### src/rtl/hid_pkg.sv
`timescale 1ns / 1ps

package hid_pkg;

  // Field widths
  localparam int DATA_W     = 32;
  localparam int LAYOUT_W   = 4;
  localparam int STATUS_W   = 2;
  localparam int CFG_ADDR_W = 3;
  localparam int CFG_W      = DATA_W;

  // Index bits that are significant; the rest of linear_index is dropped
  localparam int INDEX_BITS = 32;
  localparam logic [DATA_W-1:0] INDEX_MASK =
    DATA_W'((65'd1 << INDEX_BITS) - 65'd1);

  // One restoring step per stage in each divider
  localparam int DIV_STAGES = DATA_W;

  // Configuration register map
  typedef enum logic [CFG_ADDR_W-1:0] {
    REG_LAYOUT     = 3'd0,
    REG_LON_START  = 3'd1,
    REG_LON_LENGTH = 3'd2,
    REG_LAT_START  = 3'd3,
    REG_LAT_LENGTH = 3'd4,
    REG_LEV_START  = 3'd5,
    REG_LEV_LENGTH = 3'd6
  } cfg_reg_e;

  // Storage orders, outermost dimension first
  typedef enum logic [LAYOUT_W-1:0] {
    LAYOUT_LON_LAT     = 4'd0,
    LAYOUT_LAT_LON     = 4'd1,
    LAYOUT_LAT_LEV     = 4'd2,
    LAYOUT_LEV_LAT     = 4'd3,
    LAYOUT_LON_LEV     = 4'd4,
    LAYOUT_LEV_LON     = 4'd5,
    LAYOUT_LON_LAT_LEV = 4'd6,
    LAYOUT_LEV_LON_LAT = 4'd7,
    LAYOUT_LON_LEV_LAT = 4'd8,
    LAYOUT_LEV_LAT_LON = 4'd9,
    LAYOUT_LAT_LEV_LON = 4'd10,
    LAYOUT_LAT_LON_LEV = 4'd11
  } layout_e;

  typedef enum logic [STATUS_W-1:0] {
    STATUS_OK          = 2'd0,
    STATUS_BAD_LAYOUT  = 2'd1,
    STATUS_ZERO_LENGTH = 2'd2,
    STATUS_OVERFLOW    = 2'd3
  } status_e;

  // Which quotient/remainder feeds a dimension's offset
  typedef enum logic [1:0] {
    SRC_NONE  = 2'd0,
    SRC_OUTER = 2'd1,
    SRC_MID   = 2'd2,
    SRC_INNER = 2'd3
  } src_e;

  // Per-item context carried alongside the dividers
  typedef struct packed {
    logic              bad_layout;
    logic              zero_length;
    logic              three;
    src_e              src_lon;
    src_e              src_lat;
    src_e              src_lev;
    logic [DATA_W-1:0] mid_length;
    logic [DATA_W-1:0] inner_rem;
    logic [DATA_W-1:0] lon_base;
    logic [DATA_W-1:0] lat_base;
    logic [DATA_W-1:0] lev_base;
  } ctx_t;

endpackage

### src/rtl/hid_output.sv
`timescale 1ns / 1ps

module hid_output (
  input  logic                            clk,
  input  logic                            rst,
  input  logic                            in_valid,
  input  logic [hid_pkg::DATA_W-1:0]      in_outer,
  input  logic [hid_pkg::DATA_W-1:0]      in_mid,
  input  hid_pkg::ctx_t                   in_ctx,
  input  logic                            stall,
  output logic                            advance,
  output logic                            out_valid,
  output logic [hid_pkg::DATA_W-1:0]      out_first,
  output logic [hid_pkg::DATA_W-1:0]      out_second,
  output logic [hid_pkg::DATA_W-1:0]      out_third,
  output logic [hid_pkg::STATUS_W-1:0]    out_status
);

  localparam int W = hid_pkg::DATA_W;

  logic [W-1:0]    off_lon, off_lat, off_lev;
  logic [W:0]      sum_lon, sum_lat, sum_lev;
  logic            ovf;
  logic [W-1:0]    res_first, res_second, res_third;
  hid_pkg::status_e res_status;

  logic            skid_valid;
  logic [W-1:0]    skid_first, skid_second, skid_third;
  hid_pkg::status_e skid_status;
  hid_pkg::status_e status_q;
  logic            take;

  function automatic logic [W-1:0] pick(hid_pkg::src_e src, logic [W-1:0] outer,
                                        logic [W-1:0] mid, logic [W-1:0] inner);
    logic [W-1:0] r;
    case (src)
      hid_pkg::SRC_OUTER: r = outer;
      hid_pkg::SRC_MID:   r = mid;
      hid_pkg::SRC_INNER: r = inner;
      default:            r = '0;
    endcase
    return r;
  endfunction

  // Offsets per dimension, add starts, check carry-out on used dimensions
  always_comb begin
    off_lon = pick(in_ctx.src_lon, in_outer, in_mid, in_ctx.inner_rem);
    off_lat = pick(in_ctx.src_lat, in_outer, in_mid, in_ctx.inner_rem);
    off_lev = pick(in_ctx.src_lev, in_outer, in_mid, in_ctx.inner_rem);
    sum_lon = {1'b0, in_ctx.lon_base} + {1'b0, off_lon};
    sum_lat = {1'b0, in_ctx.lat_base} + {1'b0, off_lat};
    sum_lev = {1'b0, in_ctx.lev_base} + {1'b0, off_lev};
    ovf = ((in_ctx.src_lon != hid_pkg::SRC_NONE) && sum_lon[W])
       || ((in_ctx.src_lat != hid_pkg::SRC_NONE) && sum_lat[W])
       || ((in_ctx.src_lev != hid_pkg::SRC_NONE) && sum_lev[W]);
  end

  // Canonical order lon, lat, lev; a pair fills the first two fields
  always_comb begin
    if (in_ctx.bad_layout || in_ctx.zero_length) begin
      res_first  = '0;
      res_second = '0;
      res_third  = '0;
      res_status = in_ctx.bad_layout ? hid_pkg::STATUS_BAD_LAYOUT
                                     : hid_pkg::STATUS_ZERO_LENGTH;
    end else begin
      res_first  = (in_ctx.src_lon != hid_pkg::SRC_NONE) ? sum_lon[W-1:0]
                                                         : sum_lat[W-1:0];
      res_second = (in_ctx.three || (in_ctx.src_lev == hid_pkg::SRC_NONE))
                   ? sum_lat[W-1:0] : sum_lev[W-1:0];
      res_third  = in_ctx.three ? sum_lev[W-1:0] : '0;
      res_status = ovf ? hid_pkg::STATUS_OVERFLOW : hid_pkg::STATUS_OK;
    end
  end

  // Output register plus skid; the pipeline moves while the skid is empty
  assign take    = out_valid && !stall;
  assign advance = !skid_valid;

  always_ff @(posedge clk) begin
    if (rst) begin
      out_valid  <= 1'b0;
      skid_valid <= 1'b0;
    end else if (skid_valid) begin
      if (take) begin
        skid_valid <= 1'b0;
      end
    end else if (in_valid) begin
      if (out_valid && !take) begin
        skid_valid <= 1'b1;
      end else begin
        out_valid <= 1'b1;
      end
    end else if (take) begin
      out_valid <= 1'b0;
    end
  end

  always_ff @(posedge clk) begin
    if (skid_valid) begin
      if (take) begin
        out_first  <= skid_first;
        out_second <= skid_second;
        out_third  <= skid_third;
        status_q   <= skid_status;
      end
    end else if (in_valid) begin
      if (out_valid && !take) begin
        skid_first  <= res_first;
        skid_second <= res_second;
        skid_third  <= res_third;
        skid_status <= res_status;
      end else begin
        out_first  <= res_first;
        out_second <= res_second;
        out_third  <= res_third;
        status_q   <= res_status;
      end
    end
  end

  assign out_status = status_q;

`ifndef NO_ASSERTIONS
  // Skid only holds an item behind a waiting output
  a_skid_behind_out: assert property (@(posedge clk) disable iff (rst)
    skid_valid |-> out_valid)
    else $error("skid holds item while output empty");

  // Skid fills only when the output was stalled
  a_skid_fill: assert property (@(posedge clk) disable iff (rst)
    $rose(skid_valid) |-> $past(out_valid && stall))
    else $error("skid filled without output stall");

  // Bad layout results carry zero coordinates
  a_bad_zero: assert property (@(posedge clk) disable iff (rst)
    (out_valid && (status_q == hid_pkg::STATUS_BAD_LAYOUT))
      |-> ((out_first == '0) && (out_second == '0) && (out_third == '0)))
    else $error("bad layout result has nonzero coordinates");
`endif

endmodule

### config.mk
export PLATFORM = sky130hd
export DESIGN_NAME = hid_output
export DESIGN_NICKNAME = d
export VERILOG_FILES = /design/src/rtl/hid_pkg.sv /design/src/rtl/hid_output.sv
export SDC_FILE = /design/constraint.sdc
export NUM_CORES = 1
export LEC_CHECK = 0
export ABC_AREA = 0
export BUFFER_PORTS_ARGS = -buffer_cell sky130_fd_sc_hd__clkbuf_2
export CORE_AREA = 3 3 163 165
export CTS_CLUSTER_SIZE = 8
export DETAILED_ROUTE_END_ITERATION = 10
export DIE_AREA = 0 0 166 168
export HOLD_SLACK_MARGIN = 0.08
export PLACE_DENSITY = 0.83
export SYNTH_ARGS = -nofsm -noshare
export SYNTH_HDL_FRONTEND = slang
export SYNTH_SLANG_ARGS = --single-unit
### constraint.sdc
create_clock -name clk -period 20.8 [get_ports clk]
set_clock_uncertainty 0.2 [all_clocks]
set_input_delay 1.04 -clock clk [delete_from_list [all_inputs] [get_ports clk]]
set_output_delay 1.04 -clock clk [all_outputs]
set_load 0.01 [all_outputs]
==> impl_metrics.tcl <==
set metrics [dict create \
    critical_path.cell_chain "clkbuf_2, mux2_2, a22o_1, ha_1, fa_1, a211oi_1, o211ai_1, a41oi_2, o211ai_2, a21o_1, a41oi_2, nor4_1, nor4_2, o21bai_1" \
    post_drt_wl_per_cell_um 23.4 \
    startpoint_type "input port" \
    seqPwrFrac 0.381 \
    routed_wl_um 49200 \
    io_pins 337 \
    cp.required_ns 20.76 \
    synth_top_area_frac 0.390 \
    power_leakage_nw 7.51 \
    yosysSeqAreaShare 0.392 \
    pwr-share-clk 0.270 \
    gp_congestion 0.959 \
    htreeDepth 4 \
    cts.clk_slew.worst_paths_ns 0.08 \
    dieArea_um2 27900 \
    p_total_w 0.00127 \
    firstDrtPassIters 5 \
    p_sw_w 0.000466 \
    yosys_register_bits 198 \
    period_minus_slack_ns 5.81 \
    fillers 1950 \
    post_cts_buffers 0 \
    period_share 0.280 \
    core_um2 25200 \
    mostFrequentLayoutCells "304 x clkbuf_2, 196 x edfxtp_1, 137 x nand2_1" \
    cts_tree "built" \
    cap_violations 0 \
    worstHoldStart "skid_third[19]$_DFFE_PP_" \
    setup_viol 0 \
    cts_root_buf "clkbuf_16" \
    ctsHoldBuffers 0 \
    rrSetupSlack_ns 17.11 \
    synthDistinctLibCells 69 \
    via_count 13600 \
    finalHoldViolations 0 \
    hold_class "flip-flop to flip-flop" \
    status "completed" \
    drv_slew 0 \
    cts_buffers 17 \
    synth_nets 1846 \
    final_common_cell "clkbuf_2" \
    grt_max_degree 92 \
    syn-cell-area_um2 15100 \
    synth_area_leaders "edfxtp_1 39%, mux2_2 9.8%, ha_1 8.0%, a22o_1 5.6%, a21oi_1 4.2%" \
    cp-startpoint "in_ctx[165]" \
    tightestPinTransition_ns 1.05 \
    area_delta_synth_final_pct 15.5 \
    worstPathArrival_ns 5.77 \
    grt-ovfl-total 0 \
    timing.rr.start "skid_valid$_SDFF_PP0_" \
    gr-usage-all-layers 0.340 \
    synth_edf_count 196 \
    drive_gt1_frac 0.291 \
    synth_area_per_cell_um2 10.0 \
    rsz0062_at_grt "no" \
    fin_setup_tns_ns 0 \
    io_buffer_count 304 \
    p_sw_frac 0.365 \
    whs_endpoint "out_third[19]$_DFFE_PP_" \
    drc 0 \
    hold_depth 2 \
    slew_headroom 0.301 \
    ir_drop_mv 0.0621 \
    synth_top_area_cell "edfxtp_1" \
    die_h_um 168 \
    grt_pass1_wl_um 74500 \
    reg2reg_to "skid_second[24]$_DFFE_PP_" \
    power_density_nw_per_um2 73.1 \
    internal-power_w 0.000809 \
    antenna_left 0 \
    drt_iter0_drc 1661 \
    finalNetCount 2090 \
    cpPeakStageDelay_ns 0.76 \
    post_cts_resized 0 \
    first_global_vias 13000 \
    end_kind "flip-flop" \
    clock_latency_ns 0.44 \
    slowest_stage "clkbuf_2" \
    hpwl_um 37300 \
    syn_inst 1510 \
    worst-path-max-fanout 35 \
    clock.fmax_mhz 172 \
    combPwrFrac 0.350 \
    floorplan.initialDensity 0.600 \
    cts_sinks 198 \
    fp.dieW_um 166 \
    async_flop_share 0 \
    path_class "input port to flip-flop" \
    reg2regPathDepth 5 \
    timing.hold.ws_ns 0.331 \
    final_util 0.693 \
    viasPerCell 6.47 \
    ys_warn_count 0 \
    antenna_found_initial 4 \
    crit_path_frequent_cell "a41oi_2" \
    synth_ff_type "edfxtp_1" \
    ctsLongestPathBuffers 2 \
    num_rows 58 \
]
[through the flow]
stage | std cells | cell area, µm² | setup WS [ns]
final | 2098 | 17400 | 14.99
after global routing | 2098 | 17400 | 14.82
after CTS | 2097 | 17400 | 15.05
after detailed placement | 2065 | 16800 | 14.57
after global placement | 2065 | 16800 | 14.72
after floorplan | 1510 | 15100 | 11.69
[cell usage after synthesis (3+ instances only)]
cell	count
a211oi_1	21
a21boi_0	4
a21o_1	44
a21oi_1	127
a21oi_2	3
a22o_1	97
a31oi_1	12
and2_1	7
and3_1	28
buf_1	4
clkbuf_1	87
edfxtp_1	196
fa_1	3
ha_1	96
inv_1	18
mux2_2	131
mux2i_1	17
nand2_1	137
nand2b_1	8
nand3_1	26
nand4_1	10
nor2_1	127
nor2b_1	11
nor3_1	9
o211ai_1	6
o21a_1	9
o21ai_0	58
o21ai_1	3
o21ai_2	3
o21bai_1	17
o31ai_1	56
or2_2	7
xnor2_1	48
xor2_1	37
[worst max-delay path: cells and delay by family]
kind                       cells  cell delay, ns
buffers and inverters          1            0.76
and+or+nand+nor                2            0.88
AOI/OAI and AO/OA              8            1.96
muxes                          1            0.42
adders and majority gates      2            0.69
[layout make-up]
type	count	area, µm²	share of cell area
inverters	19	71.3	0.00409
diodes	1	2.50	0.000143
multi-input cells	1200	8780	0.504
well taps	330	413	0.0237
clock inverters	15	190	0.0109
clock buffers	17	425	0.0244
repair buffers	318	1630	0.0933
flip-flops and latches	198	5930	0.340
[worst max-delay path by stage]
stage	end	slack (ns)	depth (start not counted)
after floorplan	out_first[0]$_DFFE_PP_	11.69	2
after detailed placement	skid_status[0]$_DFFE_PP_	14.57	14
final	skid_status[0]$_DFFE_PP_	14.99	14
after CTS	skid_status[1]$_DFFE_PP_	15.05	14
after global placement	skid_status[1]$_DFFE_PP_	14.72	14
after global routing	out_status[0]$_DFFE_PP_	14.82	14
[power groups by stage]
stage                     clock [W]  combinational (W)  sequential, W
final                      0.000344           0.000446       0.000486
after global routing       0.000364           0.000480       0.000488
after CTS                  0.000345           0.000435       0.000486
after detailed placement          0           0.000431       0.000495
after global placement            0           0.000424       0.000493
after floorplan                   0           0.000276       0.000506
[cells by family after synthesis]
group	synth area share
AOI/OAI and AO/OA	0.227
xor gates and xnor gates	0.0493
adders and majority gates	0.0835
buffers and inverters	0.0280
DFF	0.392
muxes	0.109
and+or+nand+nor	0.110
[sequential cells by signal, summed over array words and instances, names as in the netlist]
register and flops:
out_third 32, out_second 32, skid_valid 1, out_first 32, skid_first 32, out_status 2
skid_second 32, skid_third 32, skid_status 2, out_valid 1
[metal layers]
metal,up-vias,wire [µm],track usage
met4,6,1580,0.110
met3,110,5220,0.0754
li1,6241,-,-
met1,6428,20000,0.474
met5,-,36,0
met2,781,22300,0.534
(Power assumes the default switching activity.)
