<file path="config.mk">
export PLATFORM = sky130hd
export DESIGN_NAME = hid_front
export DESIGN_NICKNAME = d
export VERILOG_FILES = /design/src/rtl/hid_pkg.sv /design/src/rtl/hid_front.sv
export SDC_FILE = /design/constraint.sdc
export NUM_CORES = 1
export LEC_CHECK = 0
export ABC_CLOCK_PERIOD_IN_PS = 6700
export BUFFER_PORTS_ARGS = -buffer_cell sky130_fd_sc_hd__buf_2
export CAP_MARGIN = 10
export CORE_ASPECT_RATIO = 1.25
export CORE_UTILIZATION = 59
export CTS_CLUSTER_DIAMETER = 60
export CTS_CLUSTER_SIZE = 8
export DETAILED_ROUTE_END_ITERATION = 10
export MAX_ROUTING_LAYER = met4
export PLACE_DENSITY_LB_ADDON = 0.2
export SYNTH_ARGS = -nofsm -noshare
export SYNTH_HDL_FRONTEND = slang
export SYNTH_SLANG_ARGS = --single-unit
</file>
<file path="constraint.sdc">
create_clock -name clk -period 6.7 [get_ports clk]
set_input_delay 1.005 -clock clk [delete_from_list [all_inputs] [get_ports clk]]
set_output_delay 1.005 -clock clk [all_outputs]
set_load 0.02 [all_outputs]
</file>
<file path="src/rtl/hid_pkg.sv">
`timescale 1ns / 1ps

package hid_pkg;

  // Field widths
  localparam int DATA_W     = 32;
  localparam int LAYOUT_W   = 4;
  localparam int STATUS_W   = 2;
  localparam int CFG_ADDR_W = 3;
  localparam int CFG_W      = DATA_W;

  // Index bits that are significant; the rest of linear_index is dropped
  localparam int INDEX_BITS = 32;
  localparam logic [DATA_W-1:0] INDEX_MASK =
    DATA_W'((65'd1 << INDEX_BITS) - 65'd1);

  // One restoring step per stage in each divider
  localparam int DIV_STAGES = DATA_W;

  // Configuration register map
  typedef enum logic [CFG_ADDR_W-1:0] {
    REG_LAYOUT     = 3'd0,
    REG_LON_START  = 3'd1,
    REG_LON_LENGTH = 3'd2,
    REG_LAT_START  = 3'd3,
    REG_LAT_LENGTH = 3'd4,
    REG_LEV_START  = 3'd5,
    REG_LEV_LENGTH = 3'd6
  } cfg_reg_e;

  // Storage orders, outermost dimension first
  typedef enum logic [LAYOUT_W-1:0] {
    LAYOUT_LON_LAT     = 4'd0,
    LAYOUT_LAT_LON     = 4'd1,
    LAYOUT_LAT_LEV     = 4'd2,
    LAYOUT_LEV_LAT     = 4'd3,
    LAYOUT_LON_LEV     = 4'd4,
    LAYOUT_LEV_LON     = 4'd5,
    LAYOUT_LON_LAT_LEV = 4'd6,
    LAYOUT_LEV_LON_LAT = 4'd7,
    LAYOUT_LON_LEV_LAT = 4'd8,
    LAYOUT_LEV_LAT_LON = 4'd9,
    LAYOUT_LAT_LEV_LON = 4'd10,
    LAYOUT_LAT_LON_LEV = 4'd11
  } layout_e;

  typedef enum logic [STATUS_W-1:0] {
    STATUS_OK          = 2'd0,
    STATUS_BAD_LAYOUT  = 2'd1,
    STATUS_ZERO_LENGTH = 2'd2,
    STATUS_OVERFLOW    = 2'd3
  } status_e;

  // Which quotient/remainder feeds a dimension's offset
  typedef enum logic [1:0] {
    SRC_NONE  = 2'd0,
    SRC_OUTER = 2'd1,
    SRC_MID   = 2'd2,
    SRC_INNER = 2'd3
  } src_e;

  // Per-item context carried alongside the dividers
  typedef struct packed {
    logic              bad_layout;
    logic              zero_length;
    logic              three;
    src_e              src_lon;
    src_e              src_lat;
    src_e              src_lev;
    logic [DATA_W-1:0] mid_length;
    logic [DATA_W-1:0] inner_rem;
    logic [DATA_W-1:0] lon_base;
    logic [DATA_W-1:0] lat_base;
    logic [DATA_W-1:0] lev_base;
  } ctx_t;

endpackage

</file>
<file path="src/rtl/hid_front.sv">
`timescale 1ns / 1ps

module hid_front (
  input  logic                              clk,
  input  logic                              rst,
  input  logic                              cfg_write,
  input  logic [hid_pkg::CFG_ADDR_W-1:0]    cfg_addr,
  input  logic [hid_pkg::CFG_W-1:0]         cfg_data,
  input  logic                              en,
  input  logic                              index_valid,
  input  logic [hid_pkg::DATA_W-1:0]        linear_index,
  output logic                              dec_valid,
  output logic [hid_pkg::DATA_W-1:0]        dec_dividend,
  output logic [hid_pkg::DATA_W-1:0]        dec_divisor,
  output hid_pkg::ctx_t                     dec_ctx
);

  logic [hid_pkg::LAYOUT_W-1:0] layout;
  logic [hid_pkg::DATA_W-1:0]   lon_base, lon_size;
  logic [hid_pkg::DATA_W-1:0]   lat_base, lat_size;
  logic [hid_pkg::DATA_W-1:0]   lev_base, lev_size;

  logic                         bad, three, zero;
  hid_pkg::src_e                src_lon, src_lat, src_lev;
  logic [hid_pkg::DATA_W-1:0]   inner_len, mid_len;
  logic [hid_pkg::DATA_W-1:0]   inner_safe, mid_safe;

  // Configuration registers
  always_ff @(posedge clk) begin
    if (rst) begin
      layout   <= hid_pkg::LAYOUT_W'(hid_pkg::LAYOUT_LON_LAT);
      lon_base <= '0;
      lon_size <= hid_pkg::DATA_W'(1);
      lat_base <= '0;
      lat_size <= hid_pkg::DATA_W'(1);
      lev_base <= '0;
      lev_size <= hid_pkg::DATA_W'(1);
    end else if (cfg_write) begin
      case (cfg_addr)
        hid_pkg::REG_LAYOUT:     layout   <= cfg_data[hid_pkg::LAYOUT_W-1:0];
        hid_pkg::REG_LON_START:  lon_base <= cfg_data;
        hid_pkg::REG_LON_LENGTH: lon_size <= cfg_data;
        hid_pkg::REG_LAT_START:  lat_base <= cfg_data;
        hid_pkg::REG_LAT_LENGTH: lat_size <= cfg_data;
        hid_pkg::REG_LEV_START:  lev_base <= cfg_data;
        hid_pkg::REG_LEV_LENGTH: lev_size <= cfg_data;
        default: ;
      endcase
    end
  end

  // Layout decode: role of each dimension
  always_comb begin
    bad     = 1'b0;
    three   = 1'b0;
    src_lon = hid_pkg::SRC_NONE;
    src_lat = hid_pkg::SRC_NONE;
    src_lev = hid_pkg::SRC_NONE;
    case (layout)
      hid_pkg::LAYOUT_LON_LAT: begin
        src_lon = hid_pkg::SRC_OUTER; src_lat = hid_pkg::SRC_INNER;
      end
      hid_pkg::LAYOUT_LAT_LON: begin
        src_lat = hid_pkg::SRC_OUTER; src_lon = hid_pkg::SRC_INNER;
      end
      hid_pkg::LAYOUT_LAT_LEV: begin
        src_lat = hid_pkg::SRC_OUTER; src_lev = hid_pkg::SRC_INNER;
      end
      hid_pkg::LAYOUT_LEV_LAT: begin
        src_lev = hid_pkg::SRC_OUTER; src_lat = hid_pkg::SRC_INNER;
      end
      hid_pkg::LAYOUT_LON_LEV: begin
        src_lon = hid_pkg::SRC_OUTER; src_lev = hid_pkg::SRC_INNER;
      end
      hid_pkg::LAYOUT_LEV_LON: begin
        src_lev = hid_pkg::SRC_OUTER; src_lon = hid_pkg::SRC_INNER;
      end
      hid_pkg::LAYOUT_LON_LAT_LEV: begin
        three = 1'b1;
        src_lon = hid_pkg::SRC_OUTER; src_lat = hid_pkg::SRC_MID;
        src_lev = hid_pkg::SRC_INNER;
      end
      hid_pkg::LAYOUT_LEV_LON_LAT: begin
        three = 1'b1;
        src_lev = hid_pkg::SRC_OUTER; src_lon = hid_pkg::SRC_MID;
        src_lat = hid_pkg::SRC_INNER;
      end
      hid_pkg::LAYOUT_LON_LEV_LAT: begin
        three = 1'b1;
        src_lon = hid_pkg::SRC_OUTER; src_lev = hid_pkg::SRC_MID;
        src_lat = hid_pkg::SRC_INNER;
      end
      hid_pkg::LAYOUT_LEV_LAT_LON: begin
        three = 1'b1;
        src_lev = hid_pkg::SRC_OUTER; src_lat = hid_pkg::SRC_MID;
        src_lon = hid_pkg::SRC_INNER;
      end
      hid_pkg::LAYOUT_LAT_LEV_LON: begin
        three = 1'b1;
        src_lat = hid_pkg::SRC_OUTER; src_lev = hid_pkg::SRC_MID;
        src_lon = hid_pkg::SRC_INNER;
      end
      hid_pkg::LAYOUT_LAT_LON_LEV: begin
        three = 1'b1;
        src_lat = hid_pkg::SRC_OUTER; src_lon = hid_pkg::SRC_MID;
        src_lev = hid_pkg::SRC_INNER;
      end
      default: bad = 1'b1;
    endcase
  end

  // Divisor lengths; 2-D pairs divide by one in the second divider
  always_comb begin
    if (src_lon == hid_pkg::SRC_INNER)      inner_len = lon_size;
    else if (src_lat == hid_pkg::SRC_INNER) inner_len = lat_size;
    else                                    inner_len = lev_size;

    if (!three)                             mid_len = hid_pkg::DATA_W'(1);
    else if (src_lon == hid_pkg::SRC_MID)   mid_len = lon_size;
    else if (src_lat == hid_pkg::SRC_MID)   mid_len = lat_size;
    else                                    mid_len = lev_size;

    zero       = !bad && ((inner_len == '0) || (mid_len == '0));
    inner_safe = (bad || zero) ? hid_pkg::DATA_W'(1) : inner_len;
    mid_safe   = (bad || zero) ? hid_pkg::DATA_W'(1) : mid_len;
  end

  // Input stage register
  always_ff @(posedge clk) begin
    if (rst) begin
      dec_valid <= 1'b0;
    end else if (en) begin
      dec_valid <= index_valid;
    end
  end

  always_ff @(posedge clk) begin
    if (en) begin
      dec_dividend           <= linear_index & hid_pkg::INDEX_MASK;
      dec_divisor            <= inner_safe;
      dec_ctx.bad_layout     <= bad;
      dec_ctx.zero_length    <= zero;
      dec_ctx.three          <= three;
      dec_ctx.src_lon        <= src_lon;
      dec_ctx.src_lat        <= src_lat;
      dec_ctx.src_lev        <= src_lev;
      dec_ctx.mid_length     <= mid_safe;
      dec_ctx.inner_rem      <= '0;
      dec_ctx.lon_base       <= lon_base;
      dec_ctx.lat_base       <= lat_base;
      dec_ctx.lev_base       <= lev_base;
    end
  end

endmodule

</file>
==> flow_summary_export.csv, run 1 <==
group,metric,value,unit
global_route,antenna_found_initial,0,
worst_setup_path,cp_max_fo,44,
yosys,synth.area.top_cells,"edfxtp_1 38%, dfxtp_1 25%, nand2_1 9.4%, a21oi_1 6.7%, clkbuf_1 2.2%",
route,drt_iter0_drc,1366,
route,routedWlPerCell,22.6,um
outcome,status,"finished, final reports clean",
worst_setup_path,rr_worst_depth,10,
yosys,synthCells,1562,
worst_setup_path,critPathCapture,"dec_divisor[17]",
route,dr.pass1.iters,5,
floorplanning,start_util,60.6,%
yosys,async_flop_share,0,%
yosys,synth_ff_type,"edfxtp_1",
yosys,ys_seq_area_share,62.8,%
worst_setup_path,crit-reg2reg-capture,"dec_divisor[17]",
route,vias_per_cell,6.11,
power_and_ir_drop,powerDensity,299,nW/um2
yosys,synth_top_area_share,38.0,%
placed_design,place_hpwl,34000,um
clocking,cts.clk_slew.worst_paths,0.05,ns
timing,final_hold_viol_count,0,
global_route,grt_pass1_wl,73200,um
global_route,grt_max_degree,125,
yosys,synth_top_cell_by_area,"edfxtp_1",
route,drc_errors,0,
floorplanning,core-area,26300,um2
global_route,grt_pass1_vias,12447,
clocking,numCtsBuffers,55,
worst_setup_path,critPathLaunch,"layout[3]",
floorplanning,dieArea,27600,um2
finish,drive_gt1_share,19.9,%
clocking,postCtsSetupBuffers,0,
yosys,syn_avg_cell_area,10.2,um2
route,detail-route-antenna-nets,0,
global_route,grt_overflow,0,
floorplanning,die_y,186,um
route,vias,13376,
clocking,clk_path_buf_depth,3,
timing,fin_skew,0.0179,ns
finish,area_growth,19.3,%
timing,fin_crit_sh,71.2,%
floorplanning,pin_count,306,
timing,setup_viol,0,
clocking,cts_resized,0,
timing,hold_slack,0.425,ns
worst_setup_path,rr_startpoint,"layout[3]",
clocking,root_buffer,"clkbuf_16",
yosys,ys_ff_latch,398,
timing,post-route-min-period,4.77,ns
timing,fmax,210,MHz
worst_setup_path,path_class,"reg2reg",
timing,rsz0062_at_grt,"false",
power_and_ir_drop,p_leak,7.15,nW
timing,final-max-slew-violation-count,0,
floorplanning,rows,66,
yosys,ys_types,59,
worst_setup_path,worstSetupEndpointType,"register",
placed_design,gp_congestion,1.00,
power_and_ir_drop,total_power,5.67,mW
route,finalWirelength,49400,um
worst_setup_path,ff2ff_setup_slack,1.93,ns
finish,fin_nets,1877,
timing,worst_slew_pin_slew,1.11,ns
worst_setup_path,cp_data_required_time,6.96,ns
placed_design,dp_slack,2.09,ns
floorplanning,die_x,149,um
clocking,cts-hold-fix-buffers,0,
yosys,synth_warnings,0,
yosys,synth_edf_count,201,
yosys,netlist_area,15900,um2
job,drv_cap,0,
timing,relSlewSlack,26.1,%
clocking,insertion_delay,0.57,ns
global_route,grtUsageTotal,36.4,%
clocking,ctsHtreeMaxLevel,2,
min_path,hold_path.class,"reg2reg",
placed_design,numPortBuffers,273,
worst_setup_path,cp.arrival,5.03,ns
finish,insertedDiodeCount,0,
worst_setup_path,start_kind,"register",
clocking,cts.sinks,398,
timing,setup_slack,1.93,ns
finish,final_util,72.2,%
clocking,cts_tree,"done",
power_and_ir_drop,vdd_drop_max,0.000325,V
timing,setup_tns,0,ns
cell families after synthesis:
| logic type | after synthesis | synth area share [%] |
|---|---|---|
| flops | 398 | 62.8 |
| buf+inv | 155 | 4.53 |
| other cells | 1 | 0.0236 |
| mux | 16 | 1.01 |
| xor+xnor | 1 | 0.0551 |
| compound gates | 405 | 15.8 |
| simple gates | 586 | 15.9 |
power by group:
| group | internal [mW] | switching, mW | leakage, nW |
|---|---|---|---|
| combinational | 0.121 | 0.313 | 2.77 |
| clock | 1.54 | 0.996 | 0.752 |
| sequential | 2.66 | 0.0482 | 3.63 |
metal layers:
| metal | vias up | GRT usage [%] | routed length, um |
|---|---|---|---|
| met5 | - | - | 0 |
| met4 | 0 | 15.1 | 1930 |
| met3 | 110 | 5.22 | 4450 |
| met2 | 800 | 58.8 | 23900 |
| met1 | 6408 | 46.2 | 19100 |
| li1 | 6058 | - | - |
critical path: stages (launching register included):
cell and delay [ns]:
dfxtp_2 0.55, buf_4 0.35, nand3b_1 0.68, o32a_1 0.56, a32o_1 0.23, or4b_1 0.51
a2111oi_0 0.60, a31oi_1 0.27, nor3_4 0.21, buf_4 0.34, a2111oi_0 0.15
area by class of cell:
| class | count | area [um2] |
|---|---|---|
| Sequential cell | 398 | 9980 |
| Inverter | 12 | 45.0 |
| Timing Repair Buffer | 298 | 1570 |
| Clock inverter | 3 | 63.8 |
| Fill cell | 1887 | 7290 |
| Tap cell | 340 | 425 |
| Multi-Input combinational cell | 1040 | 5350 |
| Clock buffer | 97 | 1530 |
synthesized netlist by cell type, types with 3 or more instances:
master / instances
a2111oi_0: 6
a211o_1: 8
a211oi_1: 18
a21oi_1: 214
a221oi_1: 5
a222oi_1: 4
a22o_1: 15
a2bb2oi_1: 4
a31oi_1: 3
buf_1: 6
buf_2: 12
buf_4: 33
clkbuf_1: 92
clkinv_1: 3
dfxtp_1: 197
edfxtp_1: 201
inv_1: 9
mux2i_1: 16
nand2_1: 398
nand2b_1: 9
nand3_1: 8
nand3b_1: 7
nand4_1: 4
nor2_1: 58
nor2b_1: 14
nor3_1: 42
nor3b_1: 3
nor4_1: 19
nor4bb_1: 4
o211ai_1: 4
o21ai_0: 31
o221ai_1: 8
o22a_1: 6
o22ai_1: 40
o32ai_1: 22
or3_1: 7
registers in the layout, indices dropped and copies added, names as in the netlist:
name,cells
dec_ctx,137
dec_dividend,32
dec_divisor,32
lat_base,32
lat_size,32
lev_base,32
lev_size,32
lon_base,32
lon_size,32
layout,4
dec_valid,1
how the worst min path moves through the flow:
stage               slack [ns]  cells after the start         start     endpoint
floorplan                 0.41                      0   lev_base[0]   dec_ctx[0]
global placement          0.41                      0  lat_base[11]  dec_ctx[43]
detailed placement        0.41                      0  lev_base[12]  dec_ctx[12]
CTS                       0.43                      0  lat_base[14]  dec_ctx[46]
global route              0.43                      0   lon_base[7]  dec_ctx[71]
finish                    0.43                      0   lon_base[5]  dec_ctx[69]
stage by stage:
step / cell area, um2 / cells
after floorplan: 16000 / 1593
after global placement: 17400 / 2088
after detailed placement: 17400 / 2088
after CTS: 19000 / 2188
after global routing: 19000 / 2188
final: 19000 / 2188
cell usage in the layout, fill, tap and decap left out, types with 22 or more instances in the layout:
cell         n
a21oi_1    213
o32ai_1     22
dfxtp_1    196
nor3_1      40
clkbuf_1    42
nand2_1    398
nor2_1      54
o21ai_0     30
edfxtp_1   201
buf_4       25
clkbuf_16   55
o22ai_1     40
buf_2      271
conb_1      32
Note: power is estimated with default switching activity, not from simulation.
==> run 2: changes to the inputs <==
- ABC_CLOCK_PERIOD_IN_PS: 6700 -> 4900
- CORE_UTILIZATION: 59 -> 55
- clock period: 6.7 -> 4.9 ns (I/O delays scaled with it)
==> flow_summary_export.csv, run 2 (synthesis results as in run 1) <==
group,metric,value,unit
min_path,hold_path.class,"in2reg",
timing,setup_viol,0,
finish,final_util,67.5,%
power_and_ir_drop,powerDensity,409,nW/um2
finish,drive_gt1_share,20.7,%
global_route,grt_overflow,0,
finish,layout_common_cells,"398 x nand2_1, 271 x buf_2, 214 x a21oi_1",
clocking,cts.sinks,398,
timing,relSlewSlack,40.2,%
worst_setup_path,cp_slowest_cell,"a2111oi_0",
clocking,root_buffer,"clkbuf_16",
clocking,cts-hold-fix-buffers,0,
timing,fin_skew,0.0186,ns
floorplanning,rows,69,
placed_design,numPortBuffers,273,
route,detail-route-antenna-nets,0,
placed_design,dp_slack,0.891,ns
route,vias,13277,
worst_setup_path,cpPeakStageDelay,0.60,ns
floorplanning,start_util,56.0,%
finish,largest_register,"dec_ctx",
global_route,grt_pass1_vias,12258,
clocking,insertion_delay,0.58,ns
worst_setup_path,cp_common_cell,"buf_4",
route,dr.pass1.iters,6,
floorplanning,die_x,154,um
global_route,grtUsageTotal,33.1,%
power_and_ir_drop,p_leak,7.27,nW
placed_design,place_hpwl,33500,um
timing,rsz0062_at_grt,"false",
outcome,status,"finished, final reports clean",
timing,post-route-min-period,4.08,ns
timing,final-max-slew-violation-count,0,
worst_setup_path,worstSetupEndpointType,"register",
finish,fillers,2170,
finish,final_common_cell,"nand2_1",
floorplanning,pin_count,306,
power_and_ir_drop,vdd_drop_max,0.000324,V
route,vias_per_cell,5.97,
clocking,postCtsSetupBuffers,0,
worst_setup_path,cp_max_fo,22,
finish,design_area,19200,um2
placed_design,gp_congestion,1.08,
worst_setup_path,crit_family,"simple AND/OR/NAND/NOR gates",
job,drv_cap,0,
clocking,cts_resized,0,
placed_design,dp.cells,2121,
route,drt_iter0_drc,1374,
finish,insertedDiodeCount,0,
clocking,clk_path_buf_depth,3,
timing,setup_tns,0,ns
timing,setup_slack,0.817,ns
clocking,numCtsBuffers,56,
finish,fin_cells,2223,
worst_setup_path,cp.arrival,4.37,ns
route,drc_errors,0,
worst_setup_path,start_kind,"register",
global_route,grt_max_degree,112,
timing,fin_crit_sh,83.3,%
worst_setup_path,path_class,"reg2reg",
worst_setup_path,worst-path-buf-inv,2,
global_route,grt_pass1_wl,72000,um
global_route,antenna_found_initial,0,
route,finalWirelength,48100,um
clocking,cts_tree,"done",
clocking,cts.clk_slew.worst_paths,0.05,ns
floorplanning,dieArea,29600,um2
worst_setup_path,crit_chain,"buf_4, and2_1, or3_1, a32o_1, or4b_1, a2111oi_0, a31oi_1, nor3_4, buf_4, nor3_1",
finish,area_growth,20.6,%
finish,largest_register_ffs,137,
clocking,ctsHtreeMaxLevel,2,
timing,fmax,245,MHz
floorplanning,core-area,28400,um2
floorplanning,die_y,192,um
placed_design,place_area,17500,um2
timing,worst_slew_pin_slew,0.895,ns
route,routedWlPerCell,21.6,um
finish,fin_nets,1896,
timing,final_hold_viol_count,0,
worst_setup_path,cp_data_required_time,5.19,ns
==> run 2: cell types whose count changed in the layout (fill, tap and decap cells not counted), sizes merged <==
cell      change
bufinv        +1
clkinvlp      +1
buf          +18
inv           +1
clkinv        -2
clkbuf        +1
==> run 2: layer usage <==
metal | vias to the layer above | GRT usage, % | part of all wire, % | routed length (um)
met5 | - | - | 0 | 0
met4 | 0 | 13.8 | 3.7 | 1790
met3 | 94 | 5.98 | 7.9 | 3820
met2 | 644 | 52.7 | 48 | 23200
met1 | 6427 | 41.8 | 40 | 19400
li1 | 6112 | - | - | -
==> run 2: worst paths after layout <==
check	startpoint	to	slack, ns	cells past startpoint
worst min register to register	lev_base[8]	dec_ctx[8]	0.42	0
worst min-delay path	linear_index[5]	dec_dividend[5]	0.34	1
worst max register to register	layout[2]	dec_divisor[27]	0.82	10
worst max-delay path	layout[2]	dec_divisor[27]	0.82	10
==> run 2: metrics by stage <==
step / hold slack [ns] / power (mW)
after floorplan: 0.408 / 4.09
after global routing: 0.319 / 8.08
after global placement: 0.410 / 4.33
after CTS: 0.318 / 7.88
final: 0.337 / 7.85
after detailed placement: 0.412 / 4.34
==> run 2: layout make-up <==
cell class	count	area (um2)	share of cell area (%)
Clock inverter	4	87.6	0.457
Clock buffer	98	1560	8.13
Multi-Input combinational cell	1040	5340	27.9
Tap cell	355	444	2.32
Inverter	12	45.0	0.235
Sequential cell	398	9980	52.0
Timing Repair Buffer	316	1720	8.95
==> run 2: power breakdown <==
group          switching (mW)  total (mW)  internal, mW
registers              0.0613        3.69          3.63
logic                   0.423       0.593         0.170
clock network            1.38        3.57          2.19
total                    1.86        7.85          5.99
